`src/hdl/krl_pkg.sv`:
```
// shared types and constants for the keyed window rate limiter
// no dependencies
package krl_pkg;

    localparam int ENTRIES = 1024;
    localparam int IDX_W   = $clog2(ENTRIES);
    localparam int CNT_W   = $clog2(ENTRIES + 1);

    // register indexes on the configuration port
    localparam logic [1:0] REG_WINDOW_LENGTH  = 2'd0;
    localparam logic [1:0] REG_REQUEST_LIMIT  = 2'd1;
    localparam logic [1:0] REG_PENALTY_LENGTH = 2'd2;
    localparam logic [1:0] REG_PENALTY_LIMIT  = 2'd3;

    // verdict codes
    localparam logic [1:0] VERDICT_ALLOWED  = 2'd0;
    localparam logic [1:0] VERDICT_PENALIZED = 2'd1;
    localparam logic [1:0] VERDICT_EXCEEDED = 2'd2;

    typedef struct packed {
        logic        key_present;
        logic [63:0] key_id;
        logic [31:0] now_seconds;
    } t_req;

    typedef struct packed {
        logic [1:0] verdict;
        logic       permanent_flag;
        logic       table_full;
    } t_res;

    typedef struct packed {
        logic [16:0] window_length;
        logic [15:0] request_limit;
        logic [16:0] penalty_length;
        logic [7:0]  penalty_limit;
    } t_cfg;

    // one table entry
    typedef struct packed {
        logic [63:0] key;
        logic [15:0] req_count;
        logic [31:0] win_origin;
        logic [7:0]  pen_count;
        logic [31:0] pen_end;
    } t_entry;

endpackage

```
`src/hdl/krl_front.sv`:
```
// front end: accepts request transactions into a two-deep queue
// depends on krl_pkg
module krl_front
    import krl_pkg::*;
(
    input  logic i_clk,
    input  logic i_rst_n,
    input  logic start,
    input  t_req i_req,
    output logic busy,
    output logic o_out_valid,
    output t_req o_out_req,
    input  logic i_out_ready
);

    t_req       r_q [2];
    logic       r_wr_ptr;
    logic       r_rd_ptr;
    logic [1:0] r_cnt;
    logic       push;
    logic       pop;

    assign busy        = (r_cnt == 2'd2);
    assign push        = start && !busy;
    assign o_out_valid = (r_cnt != 2'd0);
    assign pop         = o_out_valid && i_out_ready;
    assign o_out_req   = r_q[r_rd_ptr];

    // queue pointers and fill level
    always_ff @(posedge i_clk) begin
        if (!i_rst_n) begin
            r_wr_ptr <= 1'b0;
            r_rd_ptr <= 1'b0;
            r_cnt    <= 2'd0;
        end else begin
            if (push) begin
                r_wr_ptr <= ~r_wr_ptr;
            end
            if (pop) begin
                r_rd_ptr <= ~r_rd_ptr;
            end
            if (push && !pop) begin
                r_cnt <= r_cnt + 2'd1;
            end else if (pop && !push) begin
                r_cnt <= r_cnt - 2'd1;
            end
        end
    end

    // queue storage
    always_ff @(posedge i_clk) begin
        if (push) begin
            r_q[r_wr_ptr] <= i_req;
        end
    end

endmodule

```
`config.mk`:
```
export PLATFORM = sky130hd
export DESIGN_NAME = krl_front
export DESIGN_NICKNAME = d
export VERILOG_FILES = /design/src/hdl/krl_pkg.sv /design/src/hdl/krl_front.sv
export SDC_FILE = /design/constraint.sdc
export NUM_CORES = 1
export LEC_CHECK = 0
export BUFFER_PORTS_ARGS = -buffer_cell sky130_fd_sc_hd__buf_2
export CAP_MARGIN = 30
export CORE_ASPECT_RATIO = 1.2
export CORE_MARGIN = 2
export CORE_UTILIZATION = 55
export CTS_CLUSTER_SIZE = 40
export DETAILED_ROUTE_END_ITERATION = 7
export GPL_TIMING_DRIVEN = 0
export PLACE_DENSITY_LB_ADDON = 0.15
export SETUP_SLACK_MARGIN = 0.2
export SLEW_MARGIN = 20
export SYNTH_ARGS = -nofsm -noshare
export SYNTH_HDL_FRONTEND = slang
export SYNTH_SLANG_ARGS = --single-unit
```
`constraint.sdc`:
```
create_clock -name i_clk -period 9.3 [get_ports i_clk]
set_clock_uncertainty 0.15 [all_clocks]
set_input_delay 0.93 -clock i_clk [delete_from_list [all_inputs] [get_ports i_clk]]
set_output_delay 0.93 -clock i_clk [all_outputs]
set_load 0.005 [all_outputs]
```
==> flow_summary_export.csv, run 1 <==
group,metric,value,unit
status,status,"complete, no violations",
timing,tns,0,ps
synth,netlist_area,7350,um^2
critical_path,critPathKind,"reg -> out",
clock_tree,cts_setup_buffers,0,
synth,synth_edf_count,194,
grt,grt_max_degree,36,
final_layout,area_delta_synth_final,26.6,%
grt,gr-total-overflow,0,
pwr,pwr_density_cell,270,nW/um^2
pwr,p_leak,0.00358,uW
synth,ys_ff_latch,199,
timing,fmax,361,MHz
routing,num_vias,3699,
grt,grt_pass1_wl,18400,um
die,ioPinCount,200,
clock_tree,cts_tree,"yes",
place,gp_congestion,0.729,
clock_tree,h-tree-depth,4,
clock_tree,cts_buffers,17,
routing,routedWlPerCell,17.4,um
timing,slew_headroom,61.4,%
die,num_rows,46,
clock_tree,clk_path_buf_depth,2,
run,drv_cap,0,
die,die_y,131,um
grt,grt_pass1_vias,3857,
critical_path,r2r_slack,7100,ps
synth,synth_ff_type,"edfxtp_1",
timing,finalHoldViolations,0,
routing,drc,0,
critical_path,r2r-end,"r_q[0][52]$_DFFE_PP_",
place,dpl-instance-area,8700,um^2
die,die_area,14300,um^2
worst_hold_path,hp-start,"r_cnt[1]$_SDFFE_PN0P_",
die,die_x,110,um
synth,syn_inst,327,
routing,vias_per_cell,5.03,
final_layout,layout-drive-gt1-share,62.1,%
final_layout,fillers,895,
synth,avgSynthCellArea,22.5,um^2
worst_hold_path,hold_class,"reg -> reg",
synth,ys_types,23,
timing,min_period_over_period,29.8,%
routing,wl,12800,um
synth,ys_top_cells_by_area,"edfxtp_1 79%, mux2_2 10%, mux2_4 6.1%",
pwr,irDropWorstVdd,0.179,mV
grt,grt_usage,17.9,%
final_layout,fin_nets,656,
die,core,13100,um^2
timing,min_period,2770,ps
routing,drtAntennaViolNets,0,
clock_tree,cts.sinks,199,
grt,antenna_found_initial,1,
critical_path,endpoint_kind,"output pin",
synth,yosys_warnings,0,
critical_path,r2r.worst_path.cells,6,
synth,yosysSeqAreaShare,80.6,%
critical_path,cp-start-kind,"register",
clock_tree,cts_root_buffer,"clkbuf_16",
routing,dr.pass1.iters,6,
clock_tree,path_clk_slew,70,ps
critical_path,reg2reg_from,"r_cnt[0]$_SDFFE_PN0P_",
synth,synth-async-reset-ratio,0,%
final_layout,stdcell_area,9310,um^2
synth,synthesis.nets,429,
synth,synth_top_area_share,79.2,%
timing,slew_viol_final,0,
synth,yosysTopAreaCell,"edfxtp_1",
timing,setup_viol,0,
worst_hold_path,min_to,"r_cnt[1]$_SDFFE_PN0P_",
clock_tree,cts.repair.resized,0,
place,io_buffers,199,
die,start_util,56.0,%
worst_hold_path,whs_path_depth,2,
place,dp.final_hpwl,9040,um
timing,rsz0062_at_grt,"no",
routing,drt_iter0_drc,116,
critical_path,crit_fanout,10,
clock_tree,cts_hold_buf,0,
timing,worstMarginPinSlew,578,ps
clock_tree,clk_latency,420,ps
critical_path,crit_arrival,1690,ps
critical_path,required,8220,ps
[critical path, cell delays in order, from the launching register on]
cell and delay [ps]:
dfxtp_1 330, buf_6 130, buf_6 170, buf_6 200, mux2_4 310, buf_2 130
[metal layers]
metal  part of all wire (%)  wire (um)  global-route usage [%]
met5                      0          0                       0
met4                    2.1        264                    9.61
met3                    7.8        998                    6.15
met2                     54       6920                    31.0
met1                     36       4600                    19.1
[kinds of logic (layout without fill, tap and decap cells)]
| kind of cell | after synthesis | in the layout | synth area share (%) |
|---|---|---|---|
| mux | 97 | 97 | 16.4 |
| flops | 199 | 199 | 80.6 |
| compound gates | 5 | 5 | 0.442 |
| fa+ha+maj | 1 | 1 | 0.170 |
| xor+xnor | 3 | 3 | 0.357 |
| buf+inv | 13 | 253 | 1.28 |
| other cells | 0 | 1 | 0 |
| simple gates | 9 | 9 | 0.783 |
[worst max-delay path by stage]
stage | end | slack (ps)
6_report | o_out_req[62] | 6530
5_1_grt | o_out_req[62] | 6440
3_5_place_dp | r_q[0][72]$_DFFE_PP_ | 6590
2_1_floorplan | r_q[0][0]$_DFFE_PP_ | 3840
4_1_cts | o_out_req[62] | 6480
3_3_place_gp | r_q[0][96]$_DFFE_PP_ | 1880
[layout by cell type, fill, tap and decap left out, drive strengths merged]
cell,n
a21boi,2
and2,3
and3,1
buf,219
bufinv,2
clkbuf,17
clkinv,2
clkinvlp,1
dfxtp,5
diode,1
edfxtp,194
ha,1
inv,12
mux2,97
nand2b,1
nor2,1
nor3,1
o21a,1
o21ai,2
or2,1
or3,1
xnor2,2
xor2,1
[state kept, by name, summed over array words and instances, names as in the netlist, named ones only]
register and flops:
r_q 194, r_cnt 2, r_rd_ptr 1, r_wr_ptr 1
[area by class of cell]
class                      count  area (um^2)  share of cell area [%]
timing repair buffer         208         1130                    12.1
sequential                   199         5930                    63.6
clock buffer                  17          425                    4.57
antenna                        1         2.50                  0.0269
inverter                       2         7.51                  0.0806
tap                          168          210                    2.26
multi-input combinational    115         1350                    14.4
buffer                        11         86.3                   0.927
clock inverter                15          184                    1.98
[stage by stage]
step	util (%)	worst slack, ps	hold slack (ps)	total power (uW)	std cells
floorplan	-	3840	329	1550	327
global placement	65.2	1880	341	1770	694
detailed placement	66.3	6590	359	1800	703
CTS	70.9	6480	371	2540	735
global route	71.0	6440	402	2620	736
finish	71.0	6530	379	2510	736
[power breakdown]
| part | internal, uW | leakage (uW) | total [uW] | switching [uW] |
|---|---|---|---|---|
| combinational | 333 | 0.00143 | 612 | 279 |
| sequential | 1120 | 0.00185 | 1150 | 30.5 |
| clock | 410 | 0.000299 | 744 | 334 |
| total | 1870 | 0.00358 | 2510 | 644 |
[synth_stat cells (2+ instances only)]
cell	instances
and2_1	3
buf_6	5
buf_2	6
dfxtp_1	5
mux2_4	30
mux2_2	67
xnor2_1	2
edfxtp_1	194
Power figures use the tool's default switching activity.
==> run 2, diff against run 1 <==
--- a/config.mk
+++ b/config.mk
@@ -9,7 +9,7 @@
 export CAP_MARGIN = 30
 export CORE_ASPECT_RATIO = 1.2
 export CORE_MARGIN = 2
-export CORE_UTILIZATION = 55
+export CORE_UTILIZATION = 52
 export CTS_CLUSTER_SIZE = 40
 export DETAILED_ROUTE_END_ITERATION = 7
 export GPL_TIMING_DRIVEN = 0
==> constraint.sdc (replaced) <==
create_clock -name i_clk -period 2.8 [get_ports i_clk]
set_clock_uncertainty 0.15 [all_clocks]
set_input_delay 0.28 -clock i_clk [delete_from_list [all_inputs] [get_ports i_clk]]
set_output_delay 0.28 -clock i_clk [all_outputs]
set_load 0.005 [all_outputs]
==> run 2 against run 1 <==
  * Power rose to 3.4 times the previous value
  * Clock-buffer cell count unchanged
  * Sequential power rose to 3.3 times the previous value
  * Largest power group unchanged
  * Combinational power rose to 3.6 times the previous value
  * Highest routed layer unchanged
  * Flip-flop and latch count unchanged
==> flow_summary_export.csv, run 2 (synthesis gave the netlist of run 1 again) <==
group,metric,value,unit
critical_path,required,2780,ps
critical_path,crit_arrival,2340,ps
critical_path,critPathKind,"reg -> reg",
clock_tree,cts_tree,"yes",
final_layout,reg.largest.list,"r_q (194), r_cnt (2)",
clock_tree,clk_path_buf_depth,2,
clock_tree,cts_root_buffer,"clkbuf_16",
critical_path,crit_fanout,15,
critical_path,reg2reg_from,"r_cnt[0]$_SDFFE_PN0P_",
die,num_rows,47,
timing,setup_viol,0,
worst_hold_path,hp-start,"start",
clock_tree,path_clk_slew,70,ps
final_layout,largest_reg_flops,194,
final_layout,antenna_cells,0,
routing,drc,0,
critical_path,slowest_stage,"nor3_4",
final_layout,stdcell_area,10300,um^2
timing,min_period_over_period,84.3,%
place,io_buffers,199,
critical_path,slowest_delay,520,ps
timing,worstMarginPinSlew,617,ps
grt,antenna_found_initial,0,
final_layout,final_cell_mix,"205 x buf_2, 194 x edfxtp_1, 98 x dlygate4sd3_1, 67 x mux2_2, 30 x mux2_4",
timing,fmax,424,MHz
routing,wl,14600,um
place,dp.final_hpwl,9140,um
routing,vias_per_cell,4.99,
timing,rsz0062_at_grt,"no",
pwr,p_leak,0.00399,uW
grt,grt_pass1_wl,22500,um
final_layout,layout_commonest_cell,"buf_2",
die,core,13800,um^2
final_layout,regMostFlops,"r_q",
worst_hold_path,hold_class,"in -> reg",
grt,gr-total-overflow,0,
clock_tree,cts.repair.resized,0,
grt,grt_pass1_vias,4564,
timing,slew_viol_final,0,
pwr,pwr_density_cell,821,nW/um^2
run,drv_cap,0,
critical_path,cpMostUsedCell,"buf_8",
critical_path,endpoint_kind,"register",
place,dpl-instance-area,8730,um^2
grt,grt_usage,19.7,%
die,ioPinCount,200,
critical_path,path_buf_inv,5,
grt,grt_max_degree,41,
routing,routedWlPerCell,17.4,um
status,status,"complete, no violations",
die,start_util,53.2,%
routing,num_vias,4166,
routing,drt_iter0_drc,187,
clock_tree,h-tree-depth,4,
timing,slew_headroom,58.7,%
clock_tree,clk_latency,430,ps
final_layout,fin_nets,754,
timing,finalHoldViolations,0,
clock_tree,cts_buffers,17,
final_layout,fin_cells,835,
routing,drtAntennaViolNets,0,
timing,min_period,2360,ps
critical_path,worstPathCellList,"nand2b_4 -> inv_4 -> nor3_4 -> buf_8 -> buf_8 -> buf_8 -> buf_8",
place,gp_congestion,0.726,
final_layout,layout-drive-gt1-share,52.7,%
final_layout,area_delta_synth_final,39.9,%
final_layout,fillers,829,
routing,dr.pass1.iters,5,
pwr,irDropWorstVdd,0.553,mV
clock_tree,cts.sinks,199,
place,numPlacedInstances,706,
die,die_x,113,um
die,die_y,134,um
critical_path,startpoint,"r_cnt[0]$_SDFFE_PN0P_",
critical_path,cpLargestDelayFamily,"buffers and inverters",
pwr,p_total,8450,uW
die,die_area,15100,um^2
critical_path,cp-start-kind,"register",
## run 2: tightest hold or removal path, cell delays in order
cell and delay, ps:
buf_2 110, a21boi_0 100, o21a_1 170
## run 2: worst paths after layout
path | slack (ps) | end | depth (start not counted)
max | 440 | r_q[0][62]$_DFFE_PP_ | 7
min | 130 | r_wr_ptr$_SDFFE_PN0N_ | 3
max reg2reg | 440 | r_q[0][62]$_DFFE_PP_ | 7
min reg2reg | 400 | r_cnt[1]$_SDFFE_PN0P_ | 2
## run 2: layout make-up
class | instances | area, um^2 | area share [%]
buffer | 11 | 86.3 | 0.839
sequential | 199 | 5930 | 57.6
multi-input combinational | 115 | 1350 | 13.1
inverter | 2 | 10.0 | 0.0973
tap | 171 | 214 | 2.08
clock inverter | 14 | 156 | 1.52
clock buffer | 17 | 425 | 4.13
timing repair buffer | 306 | 2120 | 20.6
## run 2: through the flow
stage / utilization (%) / hold slack [ps] / setup TNS, ps / setup slack [ps]
after global routing: 74.5 / 110 / 0 / 315
after floorplan: - / 229 / -65210 / -666
final: 74.5 / 127 / 0 / 441
after detailed placement: 63.2 / 321 / 0 / 438
after CTS: 74.5 / 120 / 0 / 422
after global placement: 62.1 / 317 / -192620 / -1840
## run 2: routing by layer
| metal | vias to the layer above | part of all wire (%) | wire (um) | track usage [%] |
|---|---|---|---|---|
| li1 | 1949 | - | - | - |
| met1 | 2039 | 36 | 5230 | 20.6 |
| met2 | 153 | 55 | 8040 | 36.1 |
| met3 | 25 | 6.4 | 936 | 5.96 |
| met4 | 0 | 2.5 | 358 | 9.08 |
| met5 | - | 0 | 0 | 0 |
## run 2: repair_timing
action                    CTS  global route
hold buffers               98             0
setup buffers               0             0
hold endpoints to repair  199             0
## run 2: where the power goes
part           leakage, uW  switching, uW  internal (uW)  total (uW)
Clock             0.000290           1020           1390        2410
Combinational      0.00185            983           1210        2200
Sequential         0.00185            108           3740        3850
Total              0.00399           2110           6340        8450
